==> config.mk <==
export PLATFORM = sky130hd
export DESIGN_NAME = sensor_node_health_monitor
export DESIGN_NICKNAME = d
export VERILOG_FILES = /design/src/sv/snhm_pkg.sv /design/src/sv/sensor_node_health_monitor.sv /design/src/sv/snhm_health.sv /design/src/sv/snhm_env.sv
export SDC_FILE = /design/constraint.sdc
export NUM_CORES = 1
export LEC_CHECK = 0
export BUFFER_PORTS_ARGS = -buffer_cell sky130_fd_sc_hd__buf_2
export CORE_ASPECT_RATIO = 1.2
export CORE_MARGIN = 1
export CORE_UTILIZATION = 35
export CTS_BUF_LIST = sky130_fd_sc_hd__clkbuf_8
export DETAILED_ROUTE_END_ITERATION = 10
export PLACE_DENSITY_LB_ADDON = 0.15
export SLEW_MARGIN = 20
export SYNTH_ARGS = -nofsm -noshare
export SYNTH_HDL_FRONTEND = slang
export SYNTH_SLANG_ARGS = --single-unit
==> constraint.sdc <==
create_clock -name clk -period 3.82 [get_ports clk]
set_input_delay 0.573 -clock clk [delete_from_list [all_inputs] [get_ports clk]]
set_output_delay 0.573 -clock clk [all_outputs]
set_load 0.05 [all_outputs]
==> src/sv/snhm_pkg.sv <==
// Shared types, constants and helpers for the sensor node health monitor.
`default_nettype none
package snhm_pkg;

	localparam int STALE_LIMIT_DEF    = 3;
	localparam int DEADLINE_LIMIT_DEF = 3;
	localparam int OVERFLOW_LIMIT_DEF = 3;

	localparam int CNT_W  = 8;
	localparam int CHG_W  = 16;
	localparam int MEAS_W = 18;
	localparam int CFG_W  = 18;
	localparam int IDX_W  = 3;
	localparam int IN_W   = 48;
	localparam int OUT_W  = 40;

	typedef enum logic [1:0] {
		H_INIT    = 2'd0,
		H_HEALTHY = 2'd1,
		H_WARNING = 2'd2,
		H_FAULT   = 2'd3
	} health_t;

	typedef enum logic [1:0] {
		E_UNKNOWN   = 2'd0,
		E_NORMAL    = 2'd1,
		E_HIGH_TEMP = 2'd2,
		E_PRESSURE  = 2'd3
	} env_t;

	typedef enum logic [2:0] {
		C_NONE     = 3'd0,
		C_SENSOR   = 3'd1,
		C_STALE    = 3'd2,
		C_DEADLINE = 3'd3,
		C_OVERFLOW = 3'd4
	} cause_t;

	typedef enum logic [IDX_W-1:0] {
		R_SENSOR_FAIL_LIMIT   = 3'd0,
		R_RECOVERY_COUNT      = 3'd1,
		R_TEMP_HIGH_ENTER     = 3'd2,
		R_TEMP_HIGH_CLEAR     = 3'd3,
		R_PRESSURE_LOW_ENTER  = 3'd4,
		R_PRESSURE_HIGH_ENTER = 3'd5,
		R_PRESSURE_LOW_CLEAR  = 3'd6,
		R_PRESSURE_HIGH_CLEAR = 3'd7
	} reg_idx_t;

	typedef struct packed {
		logic               received;
		logic               valid;
		logic               stale;
		logic               missed_deadline;
		logic               queue_overflow;
		logic signed [MEAS_W-1:0] temperature_mc;
		logic [MEAS_W-1:0]  pressure_value;
	} sample_t;

	typedef struct packed {
		logic [CNT_W-1:0]         sensor_fail_limit;
		logic [CNT_W-1:0]         recovery_sample_count;
		logic signed [MEAS_W-1:0] temp_high_enter;
		logic signed [MEAS_W-1:0] temp_high_clear;
		logic [MEAS_W-1:0]        pressure_low_enter;
		logic [MEAS_W-1:0]        pressure_high_enter;
		logic [MEAS_W-1:0]        pressure_low_clear;
		logic [MEAS_W-1:0]        pressure_high_clear;
	} cfg_t;

	function automatic logic [CNT_W-1:0] sat_inc8(input logic [CNT_W-1:0] v);
		sat_inc8 = (v == {CNT_W{1'b1}}) ? v : v + 1'b1;
	endfunction

	function automatic logic [CHG_W-1:0] sat_inc16(input logic [CHG_W-1:0] v);
		sat_inc16 = (v == {CHG_W{1'b1}}) ? v : v + 1'b1;
	endfunction

endpackage
`default_nettype wire

==> src/sv/sensor_node_health_monitor.sv <==
// Top level of the sensor node health monitor: stream ports, registers, input stage.
// One sample report in, one status result out, one item per clock cycle sustained
// while m_tready is high. A request is captured in the input register, then the health
// machine and the environmental status update together from it as it advances; the
// updated state registers form the result. The input stage accepts a new request
// while a result still waits, and stalls only when both are full.
// Configuration writes take effect at the next clock edge and should be made while idle.
`default_nettype none
module sensor_node_health_monitor #(
	parameter int STALE_LIMIT    = snhm_pkg::STALE_LIMIT_DEF,
	parameter int DEADLINE_LIMIT = snhm_pkg::DEADLINE_LIMIT_DEF,
	parameter int OVERFLOW_LIMIT = snhm_pkg::OVERFLOW_LIMIT_DEF
) (
	input  wire logic                         clk,
	input  wire logic                         arst_n,
	input  wire logic                         s_tvalid,
	output logic                              s_tready,
	// rx_flag, valid_flag, stale_flag, missed_deadline, queue_overflow,
	// temperature_mc[17:0], pressure_value[17:0], zero fill
	input  wire logic [snhm_pkg::IN_W-1:0]    s_tdata,
	output logic                              m_tvalid,
	input  wire logic                         m_tready,
	// health_state[1:0], env_state[1:0], fault_cause[2:0], health_changes[15:0],
	// env_changes[15:0], zero fill
	output logic [snhm_pkg::OUT_W-1:0]        m_tdata,
	input  wire logic                         cfg_we,
	input  wire logic [snhm_pkg::IDX_W-1:0]   cfg_index,
	input  wire logic [snhm_pkg::CFG_W-1:0]   cfg_data
);

	snhm_pkg::cfg_t    cfg_q;
	snhm_pkg::sample_t sample_s1;
	logic              valid_s1;
	logic              out_valid_q;
	logic              advance;

	snhm_pkg::health_t          health_state;
	snhm_pkg::cause_t           fault_cause;
	snhm_pkg::env_t             env_state;
	logic [snhm_pkg::CHG_W-1:0] health_changes;
	logic [snhm_pkg::CHG_W-1:0] env_changes;

	always_ff @(posedge clk or negedge arst_n) begin
		if (!arst_n) begin
			cfg_q.sensor_fail_limit     <= 8'd3;
			cfg_q.recovery_sample_count <= 8'd5;
			cfg_q.temp_high_enter       <= 18'sd30000;
			cfg_q.temp_high_clear       <= 18'sd28000;
			cfg_q.pressure_low_enter    <= 18'd80000;
			cfg_q.pressure_high_enter   <= 18'd110000;
			cfg_q.pressure_low_clear    <= 18'd85000;
			cfg_q.pressure_high_clear   <= 18'd105000;
		end else if (cfg_we) begin
			case (snhm_pkg::reg_idx_t'(cfg_index))
				snhm_pkg::R_SENSOR_FAIL_LIMIT:   cfg_q.sensor_fail_limit <= cfg_data[7:0];
				snhm_pkg::R_RECOVERY_COUNT:      cfg_q.recovery_sample_count <= cfg_data[7:0];
				snhm_pkg::R_TEMP_HIGH_ENTER:     cfg_q.temp_high_enter <= cfg_data;
				snhm_pkg::R_TEMP_HIGH_CLEAR:     cfg_q.temp_high_clear <= cfg_data;
				snhm_pkg::R_PRESSURE_LOW_ENTER:  cfg_q.pressure_low_enter <= cfg_data;
				snhm_pkg::R_PRESSURE_HIGH_ENTER: cfg_q.pressure_high_enter <= cfg_data;
				snhm_pkg::R_PRESSURE_LOW_CLEAR:  cfg_q.pressure_low_clear <= cfg_data;
				snhm_pkg::R_PRESSURE_HIGH_CLEAR: cfg_q.pressure_high_clear <= cfg_data;
				default: ;
			endcase
		end
	end

	// the state registers double as the result register, so a request may only
	// move on once the previous result has gone
	assign advance  = valid_s1 && (!out_valid_q || m_tready);
	assign s_tready = !valid_s1 || advance;

	always_ff @(posedge clk or negedge arst_n) begin
		if (!arst_n) begin
			valid_s1    <= 1'b0;
			out_valid_q <= 1'b0;
		end else begin
			if (s_tready) valid_s1 <= s_tvalid;
			if (advance) out_valid_q <= 1'b1;
			else if (m_tready) out_valid_q <= 1'b0;
		end
	end

	always_ff @(posedge clk) begin
		if (s_tvalid && s_tready) begin
			sample_s1.received        <= s_tdata[0];
			sample_s1.valid           <= s_tdata[1];
			sample_s1.stale           <= s_tdata[2];
			sample_s1.missed_deadline <= s_tdata[3];
			sample_s1.queue_overflow  <= s_tdata[4];
			sample_s1.temperature_mc  <= s_tdata[22:5];
			sample_s1.pressure_value  <= s_tdata[40:23];
		end
	end

	snhm_health #(
		.STALE_LIMIT    (STALE_LIMIT),
		.DEADLINE_LIMIT (DEADLINE_LIMIT),
		.OVERFLOW_LIMIT (OVERFLOW_LIMIT)
	) u_health (
		.clk            (clk),
		.arst_n         (arst_n),
		.step           (advance),
		.sample         (sample_s1),
		.cfg            (cfg_q),
		.health_state   (health_state),
		.fault_cause    (fault_cause),
		.health_changes (health_changes)
	);

	snhm_env u_env (
		.clk         (clk),
		.arst_n      (arst_n),
		.step        (advance),
		.sample      (sample_s1),
		.cfg         (cfg_q),
		.env_state   (env_state),
		.env_changes (env_changes)
	);

	assign m_tvalid = out_valid_q;
	assign m_tdata  = {1'b0, env_changes, health_changes, fault_cause, env_state, health_state};

endmodule
`default_nettype wire

==> src/sv/snhm_health.sv <==
// Node health state machine with failure, clean-run and event counters.
`default_nettype none
module snhm_health #(
	parameter int STALE_LIMIT    = snhm_pkg::STALE_LIMIT_DEF,
	parameter int DEADLINE_LIMIT = snhm_pkg::DEADLINE_LIMIT_DEF,
	parameter int OVERFLOW_LIMIT = snhm_pkg::OVERFLOW_LIMIT_DEF
) (
	input  wire logic                          clk,
	input  wire logic                          arst_n,
	input  wire logic                          step,
	input  wire snhm_pkg::sample_t             sample,
	input  wire snhm_pkg::cfg_t                cfg,
	output snhm_pkg::health_t                  health_state,
	output snhm_pkg::cause_t                   fault_cause,
	output logic [snhm_pkg::CHG_W-1:0]         health_changes
);

	localparam logic [snhm_pkg::CNT_W-1:0] STALE_LIM    = snhm_pkg::CNT_W'(STALE_LIMIT);
	localparam logic [snhm_pkg::CNT_W-1:0] DEADLINE_LIM = snhm_pkg::CNT_W'(DEADLINE_LIMIT);
	localparam logic [snhm_pkg::CNT_W-1:0] OVERFLOW_LIM = snhm_pkg::CNT_W'(OVERFLOW_LIMIT);

	snhm_pkg::health_t            health_q, health_d;
	snhm_pkg::cause_t             cause_q, cause_d;
	logic [snhm_pkg::CNT_W-1:0]   fail_q, fail_d;
	logic [snhm_pkg::CNT_W-1:0]   clean_q, clean_d;
	logic [snhm_pkg::CNT_W-1:0]   stale_q, stale_d;
	logic [snhm_pkg::CNT_W-1:0]   dl_q, dl_d;
	logic [snhm_pkg::CNT_W-1:0]   ov_q, ov_d;
	logic [snhm_pkg::CHG_W-1:0]   chg_q, chg_d;

	always_comb begin
		logic                       clean;
		logic                       go_healthy;
		logic [snhm_pkg::CNT_W-1:0] fail_n, clean_n, stale_n, dl_n, ov_n;
		snhm_pkg::cause_t           cause;

		clean   = sample.valid & ~sample.stale & ~sample.missed_deadline
			& ~sample.queue_overflow;
		fail_n  = sample.valid ? '0 : snhm_pkg::sat_inc8(fail_q);
		stale_n = sample.stale ? snhm_pkg::sat_inc8(stale_q) : stale_q;
		dl_n    = sample.missed_deadline ? snhm_pkg::sat_inc8(dl_q) : dl_q;
		ov_n    = sample.queue_overflow ? snhm_pkg::sat_inc8(ov_q) : ov_q;
		clean_n = clean ? snhm_pkg::sat_inc8(clean_q) : '0;

		// fixed priority: sensor failures first, overflows last
		if (fail_n >= cfg.sensor_fail_limit) begin
			cause = snhm_pkg::C_SENSOR;
		end else if (stale_n >= STALE_LIM) begin
			cause = snhm_pkg::C_STALE;
		end else if (dl_n >= DEADLINE_LIM) begin
			cause = snhm_pkg::C_DEADLINE;
		end else if (ov_n >= OVERFLOW_LIM) begin
			cause = snhm_pkg::C_OVERFLOW;
		end else begin
			cause = snhm_pkg::C_NONE;
		end

		health_d   = health_q;
		cause_d    = cause_q;
		go_healthy = 1'b0;

		if (cause != snhm_pkg::C_NONE) begin
			cause_d  = cause;
			health_d = snhm_pkg::H_FAULT;
		end else begin
			case (health_q)
				snhm_pkg::H_INIT: begin
					if (clean) go_healthy = 1'b1;
					else health_d = snhm_pkg::H_WARNING;
				end
				snhm_pkg::H_HEALTHY: begin
					if (!clean) health_d = snhm_pkg::H_WARNING;
				end
				default: begin
					if (clean && clean_n >= cfg.recovery_sample_count) go_healthy = 1'b1;
				end
			endcase
		end

		if (go_healthy) begin
			health_d = snhm_pkg::H_HEALTHY;
			fail_d   = '0;
			clean_d  = '0;
			stale_d  = '0;
			dl_d     = '0;
			ov_d     = '0;
		end else begin
			fail_d   = fail_n;
			clean_d  = clean_n;
			stale_d  = stale_n;
			dl_d     = dl_n;
			ov_d     = ov_n;
		end

		chg_d = (health_d != health_q) ? snhm_pkg::sat_inc16(chg_q) : chg_q;
	end

	// a report with no sample leaves the whole machine untouched
	always_ff @(posedge clk or negedge arst_n) begin
		if (!arst_n) begin
			health_q <= snhm_pkg::H_INIT;
			cause_q  <= snhm_pkg::C_NONE;
			fail_q   <= '0;
			clean_q  <= '0;
			stale_q  <= '0;
			dl_q     <= '0;
			ov_q     <= '0;
			chg_q    <= '0;
		end else if (step && sample.received) begin
			health_q <= health_d;
			cause_q  <= cause_d;
			fail_q   <= fail_d;
			clean_q  <= clean_d;
			stale_q  <= stale_d;
			dl_q     <= dl_d;
			ov_q     <= ov_d;
			chg_q    <= chg_d;
		end
	end

	assign health_state   = health_q;
	assign fault_cause    = cause_q;
	assign health_changes = chg_q;

endmodule
`default_nettype wire

==> src/sv/snhm_env.sv <==
// Environmental status with enter and clear hysteresis on temperature and pressure.
`default_nettype none
module snhm_env (
	input  wire logic                  clk,
	input  wire logic                  arst_n,
	input  wire logic                  step,
	input  wire snhm_pkg::sample_t     sample,
	input  wire snhm_pkg::cfg_t        cfg,
	output snhm_pkg::env_t             env_state,
	output logic [snhm_pkg::CHG_W-1:0] env_changes
);

	snhm_pkg::env_t             env_q, env_d;
	logic [snhm_pkg::CHG_W-1:0] chg_q, chg_d;

	always_comb begin
		logic hot;
		logic press;

		hot = (sample.temperature_mc >= cfg.temp_high_enter)
			|| (env_q == snhm_pkg::E_HIGH_TEMP && sample.temperature_mc > cfg.temp_high_clear);
		press = (sample.pressure_value < cfg.pressure_low_enter)
			|| (sample.pressure_value > cfg.pressure_high_enter)
			|| (env_q == snhm_pkg::E_PRESSURE
				&& (sample.pressure_value < cfg.pressure_low_clear
					|| sample.pressure_value > cfg.pressure_high_clear));

		if (!sample.received || !sample.valid || sample.stale) begin
			env_d = snhm_pkg::E_UNKNOWN;
		end else if (hot) begin
			env_d = snhm_pkg::E_HIGH_TEMP;
		end else if (press) begin
			env_d = snhm_pkg::E_PRESSURE;
		end else begin
			env_d = snhm_pkg::E_NORMAL;
		end

		chg_d = (env_d != env_q) ? snhm_pkg::sat_inc16(chg_q) : chg_q;
	end

	always_ff @(posedge clk or negedge arst_n) begin
		if (!arst_n) begin
			env_q <= snhm_pkg::E_UNKNOWN;
			chg_q <= '0;
		end else if (step) begin
			env_q <= env_d;
			chg_q <= chg_d;
		end
	end

	assign env_state   = env_q;
	assign env_changes = chg_q;

endmodule
`default_nettype wire

==> out/metrics.cfg <==
[yosys]
syn_inst = 1297
seq_area_frac_synth_pct = 47.4
synth_area_leader_cell = dfrtp_1
synth_enable_flop_cells = 41
ys.flop_type = dfrtp_1
synthTopCellsByArea = dfrtp_1 30%, ha_1 12%, edfxtp_1 9.1%
ys_ff_latch = 246
synth_most_common_cell = dfrtp_1
ys_types = 67
syn_area_um2 = 13500
syn_area_per_cell_um2 = 10.4
yosysTopAreaCellShare_pct = 29.8
ys_top_cells_by_count = 161 x dfrtp_1, 133 x inv_1, 129 x ha_1
syn_nets = 1500
synthArstFlopShare_pct = 83.3
ys_warn_count = 0

[route]
postRouteAntennaNets = 0
via_count = 9970
wl_met3_mm = 1.12
drt_iter0_drc = 349
post_drt_wl_per_cell_um = 16.8
dr.pass1.iters = 5
route.met2.wl_mm = 16.2
drt-met1-wl_mm = 14.7
via_per_inst = 5.07
drc_errors = 0
routed_wl_mm = 33.0
top_layer = met4

[power]
p_per_area_nw_per_um2 = 497
p_seq_share_pct = 43.6
clockPowerShare_pct = 33.0
combPwrFrac_pct = 23.3
p_sw_w = 0.00250
switching_share_pct = 31.9
intPower_w = 0.00534
max-vdd-ir-drop_mv = 0.223
leakagePower_nw = 7.27

[cts]
cts_tree = built
insertion_delay_ns = 0.61
htreeDepth = 2
numClockSinks = 246
cts_root_buf = clkbuf_8
numCtsBuffers = 47
clock_path_buffers = 3
cts.clk_slew.worst_paths_ns = 0.06

[worst_setup_path]
crit_buf_inv = 1
slowest_delay_ns = 0.38
cp_max_fo = 9
required_ns = 4.34
cp_cell_sequence = ha_2 > and3_1 > nand3_1 > xor2_1 > nand2_1 > ha_1 > nand2b_1 > a21o_1 > a21o_1 > a211oi_1 > o211ai_1 > and3_1 > a21o_2 > buf_4 > a41o_1 > a21oi_1
rr_worst_depth = 16
worstSetupPathType = flip-flop to flip-flop
r2r_setup_slack_ns = 0.30
start_kind = flip-flop
cp-startpoint = u_health.clean_q[1]$_DFFE_PN0P_
crit_path_top_delay_cell = dfrtp_1
arrival_ns = 4.04
r2r-end = u_health.stale_q[6]$_DFFE_PN0P_
end_kind = flip-flop
regToRegStartpoint = u_health.clean_q[1]$_DFFE_PN0P_
critPathTopFamily = compound AO/OA/AOI/OAI gates

[worst_hold_path]
hp-class = primary input to async pin

[timing]
layout_setup_ws_ns = 0.302
min_period_ns = 3.52
finalSetupViolations = 0
drv_slew = 0
slew-limit-headroom_pct = 46.7
rsz0062_at_grt = true
fin_setup_tns_ns = 0
finClkSkew_ns = 0.0231
post-route-period-util_pct = 92.1
holdWs_ns = 0.0441
finalHoldViolations = 0
worst_pin_slew_ns = 0.800
max_freq_ghz = 0.284

[die]
num_io_pins = 116
die_area_um2 = 39500
rows = 78
initial_utilization_pct = 35.6
core_area_um2 = 38000
die_x_um = 181
die-height_um = 217

[placement]
numPortBuffers = 107
place.gp.congestion = 0.803
place_ws_ns = 0.198
dp_hpwl_mm = 23.1

[global_route]
grt_pass1_vias = 10200
antenna_found_initial = 0
gr-usage-all-layers_pct = 17.5
grt_pass1_wl_mm = 53.9
grt_start_max_net_pins = 93
grt-ovfl-total = 0

[cells_and_area]
num-nets-final = 1652
antenna_cells = 0
multiInputGateArea_um2 = 6460
drive_gt1_share_pct = 23.5
ff_latch_area_um2 = 6420
fill_cells = 3710
syn_to_final_growth_pct = 16.7

[job]
maxCapViolCount = 0

[run_status]
status = finished clean

-- metrics by stage --
stage	util, %	instance area, um^2	total power, W	cells
global placement	39.0	14800	0.00525	1879
CTS	41.5	15800	0.00802	1967
detailed placement	39.0	14800	0.00531	1879
global route	41.6	15800	0.00843	1968
finish	41.6	15800	0.00784	1968
floorplan	-	13500	0.00472	1297
-- cell usage in the layout, fill, tap and decap left out, types with 5 or more instances in the layout --
master    Yosys  layout
and3_1       19      19
buf_2         6     106
nor2_1       44      44
edfxtp_1     41      41
a21o_1       16      15
a211oi_1     16      16
nor2b_1       7       7
xnor2_1      37      37
buf_4         3      36
nor3_1       15      14
nand2_1     122     122
mux2_2       78      78
o211ai_1      5       5
nand3_1      45      45
o21ai_0      84      84
and4_1       18      17
dfstp_2      44      44
clkbuf_8      0      62
mux2i_1       5       5
xor2_1       11      11
a31oi_1      12      11
o31ai_1       9       9
dfrtp_1     161     161
nand4_1      37      37
a22o_1       15      15
ha_1        129     128
nand3b_1      5       5
nand2b_1     13      13
a21oi_1      64      63
inv_1       133     155
-- layout make-up --
class / count / area share [%]
multi-input combinational: 876 / 40.9
sequential: 246 / 40.6
timing repair buffer: 145 / 5.41
clock buffer: 61 / 5.32
tap: 480 / 3.80
inverter: 133 / 3.16
clock inverter: 27 / 0.729
-- worst register-to-register path: stages (launching register included) --
cell	delay, ns
dfrtp_1	0.38
ha_2	0.22
and3_1	0.22
nand3_1	0.15
xor2_1	0.16
nand2_1	0.09
ha_1	0.28
nand2b_1	0.14
a21o_1	0.17
a21o_1	0.17
a211oi_1	0.24
o211ai_1	0.18
and3_1	0.25
a21o_2	0.30
buf_4	0.18
a41o_1	0.19
a21oi_1	0.13
-- power by group through the flow --
| stage | clock network (W) | registers (W) | logic [W] |
|---|---|---|---|
| CTS | 0.00274 | 0.00342 | 0.00186 |
| global route | 0.00285 | 0.00348 | 0.00210 |
| global placement | 0 | 0.00345 | 0.00180 |
| floorplan | 0 | 0.00356 | 0.00115 |
| detailed placement | 0 | 0.00347 | 0.00184 |
| finish | 0.00259 | 0.00342 | 0.00183 |
-- registers in the layout, summed over array words and instances (netlist names) --
register	flops
u_health.dl_q	8
cfg_q	124
sample_s1	41
u_health.clean_q	8
u_health.health_changes	16
m_tvalid	1
valid_s1	1
u_health.fault_cause	3
u_health.ov_q	8
u_health.fail_q	8
u_env.env_changes	16
u_health.stale_q	8
u_health.health_state	2
u_env.env_state	2
-- cell families (layout without fill, tap and decap cells) --
group / after synthesis / after routing / synth area share, %
buf+inv: 175 / 366 / 5.05
simple gates: 352 / 352 / 13.3
fa+ha+maj: 129 / 129 / 11.9
flops: 246 / 246 / 47.4
compound gates: 261 / 261 / 12.1
mux: 85 / 85 / 7.05
other cells: 1 / 1 / 0.0277
xor+xnor: 48 / 48 / 3.11
-- metal layers --
metal | up-vias | GRT usage [%]
met5 | - | 0
met4 | 0 | 6.67
met3 | 63 | 3.03
met2 | 161 | 30.5
met1 | 4776 | 21.5
li1 | 4970 | -
-- worst max-delay path by stage --
stage	end	slack, ns	depth (start not counted)
2_1_floorplan	u_health.ov_q[7]$_DFFE_PN0P_	0.54	16
3_3_place_gp	u_health.health_changes[11]$_DFFE_PN0P_	0.22	17
3_5_place_dp	u_health.health_changes[11]$_DFFE_PN0P_	0.20	15
4_1_cts	u_health.health_changes[11]$_DFFE_PN0P_	0.16	15
5_1_grt	u_health.stale_q[6]$_DFFE_PN0P_	-0.006	16
6_report	u_health.stale_q[6]$_DFFE_PN0P_	0.30	16
-- timing repair --
item / CTS / global route
setup endpoints to repair: 0 / 19
hold buffers: 0 / 0
buffers inserted: 0 / 1
resized for setup: 0 / 7
No activity file was read; power rests on OpenSTA's default activity.
